**src/rtl/kect_pkg.sv**
```systemverilog
// Shared types and constants of the keyed event counter table.
package kect_pkg;

  localparam int unsigned SLOTS    = 16;
  localparam int unsigned KEY_BITS = 32;
  localparam int unsigned PRIO_W   = 8;
  localparam int unsigned CNT_W    = 64;
  localparam int unsigned SLOT_W   = $clog2(SLOTS);
  localparam int unsigned IDX_W    = $clog2(SLOTS + 1);
  localparam int unsigned EXT_KEY_W  = 32;
  localparam int unsigned EXT_IDX_W  = 5;
  localparam int unsigned S_TDATA_W  = 48;
  localparam int unsigned M_TDATA_W  = 112;
  localparam int unsigned M_PAD_W    = M_TDATA_W - (EXT_IDX_W + 1 + EXT_KEY_W + PRIO_W + CNT_W);

  typedef logic [KEY_BITS-1:0] key_t;
  typedef logic [PRIO_W-1:0]   prio_t;
  typedef logic [CNT_W-1:0]    cnt_t;

  typedef enum logic {
    FUNC_ENQUEUE = 1'b0,
    FUNC_READ    = 1'b1
  } func_e;

  typedef struct packed {
    logic              found;
    logic [SLOT_W-1:0] idx;
    logic              claim;
  } lookup_t;

endpackage

```
**src/rtl/kect_lookup.sv**
```systemverilog
// Parallel match of all slots and selection of the first matching or empty slot.
module kect_lookup (
  input  logic [kect_pkg::SLOTS-1:0] slot_vld_i,
  input  kect_pkg::key_t             slot_key_i [kect_pkg::SLOTS],
  input  kect_pkg::prio_t            slot_prio_i [kect_pkg::SLOTS],
  input  kect_pkg::key_t             key_i,
  input  kect_pkg::prio_t            prio_i,
  output kect_pkg::lookup_t          lookup_o
);
  import kect_pkg::*;

  logic [SLOTS-1:0] hit;

  always_comb begin
    for (int i = 0; i < SLOTS; i++) begin
      hit[i] = !slot_vld_i[i] || (slot_key_i[i] == key_i && slot_prio_i[i] == prio_i);
    end
  end

  always_comb begin
    lookup_o.found = |hit;
    lookup_o.idx   = '0;
    for (int i = SLOTS - 1; i >= 0; i--) begin
      if (hit[i]) begin
        lookup_o.idx = SLOT_W'(i);
      end
    end
    lookup_o.claim = lookup_o.found && !slot_vld_i[lookup_o.idx];
  end

endmodule

```
**src/rtl/keyed_event_counter_table_core.sv**
```systemverilog
// Top level of the keyed event counter table.
//
// Requests arrive on the s_axis channel. With tuser low a request records one
// event for its key and priority: the block matches all slots at once, claims
// the lowest empty slot when none matches, or falls back to the overflow slot
// when the table is full, and increments that slot's 64-bit counter. With
// tuser high a request reads the slot named by its read_slot field.
// Every request yields one result on the m_axis channel with the slot index,
// its valid flag, key, priority and the counter value after the request.
// Counters live in a 17-entry memory with a registered read. An accepted
// request enters the counter update register, and its result then moves
// to the output register; the counter read-modify-write sets the rate, as
// the request channel stays closed while a counter update is in flight, so
// no two accesses to the same entry overlap.
// Reset empties all slots and makes every counter read as zero.
// When the receiver stalls, the result waits in the output register; one
// further request may be taken and then waits until the result is taken.
module keyed_event_counter_table_core (
  input  logic                           clk_i,
  input  logic                           rst_ni,
  input  logic                           s_axis_tvalid,
  output logic                           s_axis_tready,
  // tdata: event_key[31:0], event_priority[39:32], read_slot[44:40], zero fill
  input  logic [kect_pkg::S_TDATA_W-1:0] s_axis_tdata,
  // tuser: func[0]
  input  logic [0:0]                     s_axis_tuser,
  output logic                           m_axis_tvalid,
  input  logic                           m_axis_tready,
  // tdata: slot_index[4:0], slot_valid[5], slot_key[37:6], slot_priority[45:38],
  // event_count[109:46], zero fill
  output logic [kect_pkg::M_TDATA_W-1:0] m_axis_tdata
);
  import kect_pkg::*;

  logic [EXT_KEY_W-1:0] in_key_raw;
  key_t                 in_key;
  prio_t                in_prio;
  logic [EXT_IDX_W-1:0] in_slot;
  func_e                in_func;
  logic                 accept;

  logic [SLOTS-1:0] slot_vld_q;
  key_t             slot_key_q [SLOTS];
  prio_t            slot_prio_q [SLOTS];
  logic [SLOTS:0]   cnt_live_q;
  cnt_t             cnt_mem [SLOTS+1];
  cnt_t             cnt_rd_q;

  lookup_t lookup;

  logic [IDX_W-1:0] s1_idx;
  logic             s1_vld;
  key_t             s1_key;
  prio_t            s1_prio;
  logic             s1_live;
  logic             s1_in_range;

  logic             s2_valid_q;
  logic [IDX_W-1:0] s2_idx_q;
  logic             s2_vld_q;
  key_t             s2_key_q;
  prio_t            s2_prio_q;
  logic             s2_live_q;
  logic             s2_inc_q;
  logic             s2_fire;
  cnt_t             s2_cnt;

  logic                 m_valid_q;
  logic [EXT_IDX_W-1:0] m_idx_q;
  logic                 m_vld_q;
  logic [EXT_KEY_W-1:0] m_key_q;
  prio_t                m_prio_q;
  cnt_t                 m_cnt_q;

  assign in_key_raw = s_axis_tdata[EXT_KEY_W-1:0];
  assign in_key     = KEY_BITS'(in_key_raw);
  assign in_prio    = s_axis_tdata[EXT_KEY_W +: PRIO_W];
  assign in_slot    = s_axis_tdata[EXT_KEY_W + PRIO_W +: EXT_IDX_W];
  assign in_func    = func_e'(s_axis_tuser[0]);

  assign s_axis_tready = !s2_valid_q;
  assign accept        = s_axis_tvalid && s_axis_tready;

  kect_lookup u_lookup (
    .slot_vld_i  (slot_vld_q),
    .slot_key_i  (slot_key_q),
    .slot_prio_i (slot_prio_q),
    .key_i       (in_key),
    .prio_i      (in_prio),
    .lookup_o    (lookup)
  );

  always_comb begin
    s1_idx      = '0;
    s1_vld      = 1'b0;
    s1_key      = '0;
    s1_prio     = '0;
    s1_in_range = 1'b0;
    unique case (in_func)
      FUNC_ENQUEUE: begin
        s1_in_range = 1'b1;
        if (lookup.found) begin
          s1_idx  = IDX_W'(lookup.idx);
          s1_vld  = 1'b1;
          s1_key  = in_key;
          s1_prio = in_prio;
        end else begin
          s1_idx = IDX_W'(SLOTS);
        end
      end
      FUNC_READ: begin
        s1_idx      = IDX_W'(in_slot);
        s1_in_range = in_slot <= EXT_IDX_W'(SLOTS);
        if (in_slot < EXT_IDX_W'(SLOTS) && slot_vld_q[in_slot[SLOT_W-1:0]]) begin
          s1_vld  = 1'b1;
          s1_key  = slot_key_q[in_slot[SLOT_W-1:0]];
          s1_prio = slot_prio_q[in_slot[SLOT_W-1:0]];
        end
      end
      default: ;
    endcase
    s1_live = s1_in_range && cnt_live_q[s1_idx];
  end

  always_ff @(posedge clk_i or negedge rst_ni) begin
    if (!rst_ni) begin
      slot_vld_q <= '0;
    end else if (accept && in_func == FUNC_ENQUEUE && lookup.claim) begin
      slot_vld_q[lookup.idx] <= 1'b1;
    end
  end

  always_ff @(posedge clk_i) begin
    if (accept && in_func == FUNC_ENQUEUE && lookup.claim) begin
      slot_key_q[lookup.idx]  <= in_key;
      slot_prio_q[lookup.idx] <= in_prio;
    end
  end

  always_ff @(posedge clk_i) begin
    if (accept && s1_in_range) begin
      cnt_rd_q <= cnt_mem[s1_idx];
    end
    if (s2_fire && s2_inc_q) begin
      cnt_mem[s2_idx_q] <= s2_cnt;
    end
  end

  always_ff @(posedge clk_i or negedge rst_ni) begin
    if (!rst_ni) begin
      cnt_live_q <= '0;
    end else if (s2_fire && s2_inc_q) begin
      cnt_live_q[s2_idx_q] <= 1'b1;
    end
  end

  assign s2_fire = s2_valid_q && (!m_valid_q || m_axis_tready);
  assign s2_cnt  = (s2_live_q ? cnt_rd_q : '0) + CNT_W'(s2_inc_q);

  always_ff @(posedge clk_i or negedge rst_ni) begin
    if (!rst_ni) begin
      s2_valid_q <= 1'b0;
    end else if (accept) begin
      s2_valid_q <= 1'b1;
    end else if (s2_fire) begin
      s2_valid_q <= 1'b0;
    end
  end

  always_ff @(posedge clk_i) begin
    if (accept) begin
      s2_idx_q  <= s1_idx;
      s2_vld_q  <= s1_vld;
      s2_key_q  <= s1_key;
      s2_prio_q <= s1_prio;
      s2_live_q <= s1_live;
      s2_inc_q  <= in_func == FUNC_ENQUEUE;
    end
  end

  always_ff @(posedge clk_i or negedge rst_ni) begin
    if (!rst_ni) begin
      m_valid_q <= 1'b0;
    end else if (s2_fire) begin
      m_valid_q <= 1'b1;
    end else if (m_axis_tready) begin
      m_valid_q <= 1'b0;
    end
  end

  always_ff @(posedge clk_i) begin
    if (s2_fire) begin
      m_idx_q  <= EXT_IDX_W'(s2_idx_q);
      m_vld_q  <= s2_vld_q;
      m_key_q  <= EXT_KEY_W'(s2_key_q);
      m_prio_q <= s2_prio_q;
      m_cnt_q  <= s2_cnt;
    end
  end

  assign m_axis_tvalid = m_valid_q;
  assign m_axis_tdata  = {{M_PAD_W{1'b0}}, m_cnt_q, m_prio_q, m_key_q, m_vld_q, m_idx_q};

  assert property (@(posedge clk_i) disable iff (!rst_ni)
    accept |=> s2_valid_q && !s_axis_tready)
    else $error("accepted request did not enter the counter update");

  assert property (@(posedge clk_i) disable iff (!rst_ni)
    s2_fire |=> m_valid_q)
    else $error("counter update did not reach the output register");

  assert property (@(posedge clk_i) disable iff (!rst_ni)
    ((slot_vld_q & (slot_vld_q + SLOTS'(1))) == '0))
    else $error("slots did not fill in order");

  assert property (@(posedge clk_i) disable iff (!rst_ni)
    m_valid_q && m_vld_q |-> m_idx_q < EXT_IDX_W'(SLOTS))
    else $error("overflow or out of range slot reported as valid");

  assert property (@(posedge clk_i) disable iff (!rst_ni)
    s2_fire && s2_inc_q |=> cnt_live_q[$past(s2_idx_q)])
    else $error("counter write did not mark the entry live");

endmodule
```
**config.mk**
```make
export PLATFORM = sky130hd
export DESIGN_NAME = keyed_event_counter_table_core
export DESIGN_NICKNAME = d
export VERILOG_FILES = /design/src/rtl/kect_pkg.sv /design/src/rtl/kect_lookup.sv /design/src/rtl/keyed_event_counter_table_core.sv
export SDC_FILE = /design/constraint.sdc
export NUM_CORES = 2
export LEC_CHECK = 0
export ABC_AREA = 1
export BUFFER_PORTS_ARGS = -buffer_cell sky130_fd_sc_hd__buf_4
export CORE_UTILIZATION = 45
export CTS_BUF_LIST = sky130_fd_sc_hd__clkbuf_2
export CTS_CLUSTER_SIZE = 40
export DETAILED_ROUTE_END_ITERATION = 7
export GPL_ROUTABILITY_DRIVEN = 0
export SETUP_SLACK_MARGIN = 0.5
export SYNTH_ARGS = -nofsm -noshare
export SYNTH_HDL_FRONTEND = slang
export SYNTH_HIERARCHICAL = 1
export SYNTH_SLANG_ARGS = --single-unit
```
**constraint.sdc**
```tcl
create_clock -name clk_i -period 18.2 [get_ports clk_i]
set_input_delay 2.73 -clock clk_i [delete_from_list [all_inputs] [get_ports clk_i]]
set_output_delay 2.73 -clock clk_i [all_outputs]
set_load 0.02 [all_outputs]
```
==> flow_summary.yaml <==
status:
  status: "finished, final reports clean"
global_routing:
  overflow: 0
  use_met3_pct: 4.51
  grtUsageTotal_pct: 25.4
  grt_start_max_net_pins: 204
  top_usage_layer: "met2"
  grt_util_met1_pct: 32.5
  grt_pass1_wl_um: 397000
  grt_antenna_before_repair: 12
  grtUsageMet2_pct: 42.2
  first_global_vias: 63422
sta:
  period_share_pct: 44.6
  setup_viol: 0
  hold_ws_ns: 0.375
  clock-skew-final_ns: 0.201
  final.setup.tns_ns: 0
  rsz0062_at_grt: "false"
  clock.fmax_mhz: 123
  slew-limit-headroom_pct: 5.69
  min_period_ns: 8.12
  finalHoldViolations: 0
  tightest_slew_ns: 1.41
  maxSlewViolCount: 0
setup_path:
  cpLargestDelayFamily: "simple AND/OR/NAND/NOR gates"
  r2r_slack_ns: 11.03
  timing.critical_path.to: "cnt_rd_q[58]$_DFFE_PP_"
  rr_worst_depth: 32
  crit_cells: 24
  crit_path_frequent_cell: "nand2_1"
  cp-startpoint: "s_axis_tdata[24]"
  start_kind: "input port"
  r2r-start: "slot_key_q[122]$_DFFE_PP_"
  required_ns: 19.81
  slowest_stage: "nor3_1"
  timing.critical_path.cells: "buf_4, inv_1, or2_2, nand4_1, nor3_1, nand3_1, o21ai_0, inv_1, nand2_2, nand2_4, nand2_8, inv_2, nand2_1, nand2_4, nand2_8, buf_12, buf_4, nand2_1, nand3_1, nand3_1, nand3_1, nand2_1, nand2_1, nand2_1"
  cpPeakStageDelay_ns: 0.94
  timing.rr.end: "cnt_rd_q[58]$_DFFE_PP_"
  critical_path_arrival_ns: 9.73
  cp_num_buf_inv: 6
  crit_fanout: 188
  end_kind: "register"
  path_class: "input port to register"
cts:
  clkSinkCount: 1985
  postCtsSetupBuffers: 0
  ctsRootBufferMaster: "clkbuf_2"
  htreeDepth: 6
  clk_pin_slew_ns: 0.09
  postCtsHoldBufs: 0
  cts-resized-gates: 0
  clk_path_buf_depth: 4
  clkLatencyLatePin_ns: 1.93
  cts_inserted_buffers: 546
  cts_tree: "yes"
routing:
  via_per_inst: 5.29
  drt_wl_total_um: 268000
  ant_nets: 0
  drt-wirelength-per-cell_um: 21.5
  drc: 0
  drt_first_pass_iters: 5
  route.vias.total: 65931
  drt_iter0_markers: 5800
synthesis:
  syn-mean-instance-area_um2: 10.2
  yosys_register_bits: 1985
  seq_area_frac_synth_pct: 64.2
  synth_compound_area_share_pct: 1.52
  synth_top_family_by_area: "simple AND/OR/NAND/NOR gates"
  async_flop_share_pct: 1.76
  synth-main-ff-cell: "edfxtp_1"
  synth_top_cell_by_area: "edfxtp_1"
  synth_fa_ha_area_share_pct: 0.0270
  synth_area_leaders: "edfxtp_1 63%, nand2_1 11%, nand3_1 6.8%"
  synthMuxAreaShare_pct: 0
  yosysWarnings: 6
  synth_edf_count: 1950
  ys_types: 48
  syn-instance-count: 9039
  syn-cell-area_mm2: 0.0925
  synth-xor-area-share_pct: 5.00
  yosys.area_share.simple_pct: 22.3
  synth_top_area_share_pct: 63.3
floorplan:
  design.core.area_mm2: 0.204
  start_util_pct: 45.3
  die_w_um: 455
  io_pins: 167
  dieArea_mm2: 0.207
  row_count: 166
  fp.dieH_um: 455
layout:
  drive_above_1_share_pct: 14.1
  fill_cells: 18841
  syn2layout_area_growth_pct: 8.81
  register_area_mm2: 0.0594
  multi_input_area_mm2: 0.0271
  final_nets: 9478
run:
  max-cap-violations: 0
power_and_ir_drop:
  peakVddDrop_mv: 0.110
  power.density_mw_per_mm2: 104
  p_leak_nw: 40.8
worst_hold_path:
  worstHoldPathType: "register to register"
placement:
  io_buffers: 161
  hpwlAfterDp_um: 153000
[stage by stage]
stage	cell area [um2]	std cells	util [%]	power [mW]	worst slack (ns)
2_1_floorplan	92500	9040	-	6.85	9.27
3_3_place_gp	96100	11563	47.0	7.50	8.45
3_5_place_dp	96100	11563	47.0	7.53	8.38
4_1_cts	101000	12457	49.2	10.6	10.44
5_1_grt	101000	12467	49.3	11.1	10.04
6_report	101000	12469	49.3	10.5	10.08
[worst register-to-register path, delay by kind of cell, from the launching register on]
kind / cells / cell delay (ns)
AND/OR/NAND/NOR: 28 / 4.42
flip-flops: 1 / 0.42
XOR/XNOR: 1 / 0.17
buffers and inverters: 3 / 1.93
[layer usage]
layer | wire length (um) | vias to the layer above
met5 | 49 | -
met4 | 11200 | 8
met3 | 19000 | 569
met2 | 130000 | 2705
met1 | 107000 | 31712
li1 | - | 30937
[sequential cells by signal, indices dropped and copies added (netlist names)]
register       count
cnt_live_q        17
cnt_mem         1088
cnt_rd_q          64
m_axis_tvalid      1
m_cnt_q           64
m_idx_q            5
m_key_q           32
m_prio_q           8
m_vld_q            1
s2_idx_q           5
s2_inc_q           1
s2_key_q          32
s2_live_q          1
s2_prio_q          8
s2_valid_q         1
s2_vld_q           1
slot_key_q       512
slot_prio_q      128
slot_vld_q        16
[placed cells by master (no fill, tap or decap), types with 95 or more instances in the layout]
master       n
a21oi_1    133
buf_4      297
o21ai_0     95
nand2_1   2615
or2_2      133
clkbuf_2   794
nand4_1    107
nand3_1   1259
nor2_1     410
xor2_1     178
xnor2_1    345
inv_1     1006
edfxtp_1  1950
[where the power goes]
part           internal [mW]  switching, mW  total, mW  leakage (nW)
Combinational          0.577           1.51       2.09          19.0
Sequential              5.27         0.0664       5.33          18.2
Clock                   1.23           1.86       3.09          3.60
Total                   7.08           3.44       10.5          40.8
[layout make-up]
class,instances,share of cell area [%]
repair buffers,302,2.31
diodes,12,0.0298
clock inverters,100,0.562
flip-flops and latches,1985,59.0
inverters,1036,3.89
well taps,2688,3.34
multi-input cells,5552,26.9
clock buffers,794,3.95
[worst min path at each step]
| stage | from | cells after the start | end | slack (ns) |
|---|---|---|---|---|
| 3_5_place_dp | s2_prio_q[7]$_DFFE_PN_ | 0 | m_prio_q[7]$_DFFE_PN_ | 0.40 |
| 3_3_place_gp | s2_key_q[1]$_DFFE_PN_ | 0 | m_key_q[1]$_DFFE_PN_ | 0.40 |
| 5_1_grt | s2_key_q[10]$_DFFE_PN_ | 0 | m_key_q[10]$_DFFE_PN_ | 0.39 |
| 6_report | s2_key_q[10]$_DFFE_PN_ | 0 | m_key_q[10]$_DFFE_PN_ | 0.38 |
| 2_1_floorplan | s2_key_q[0]$_DFFE_PN_ | 0 | m_key_q[0]$_DFFE_PN_ | 0.40 |
| 4_1_cts | s2_key_q[10]$_DFFE_PN_ | 0 | m_key_q[10]$_DFFE_PN_ | 0.40 |
[kinds of logic after synthesis]
kind of cell,after synthesis
other,1
buffers and inverters,1503
DFF,1985
AOI/OAI and AO/OA,263
xor gates and xnor gates,528
adders and majority gates,2
and+or+nand+nor,4757
[synth_stat cells (10+ instances only)]
library cell and count:
a21oi_1 133, buf_1 30, buf_2 243, buf_4 60, buf_6 33, clkbuf_1 101, dfrtp_1 35, edfxtp_1 1950
inv_1 1011, inv_2 21, nand2_1 2617, nand3_1 1260, nand3b_1 72, nand4_1 107, nor2_1 447, nor3_1 41
nor4_1 39, o21ai_0 95, o21ai_1 10, or2_2 133, xnor2_1 347, xor2_1 181
(Power assumes the default switching activity.)
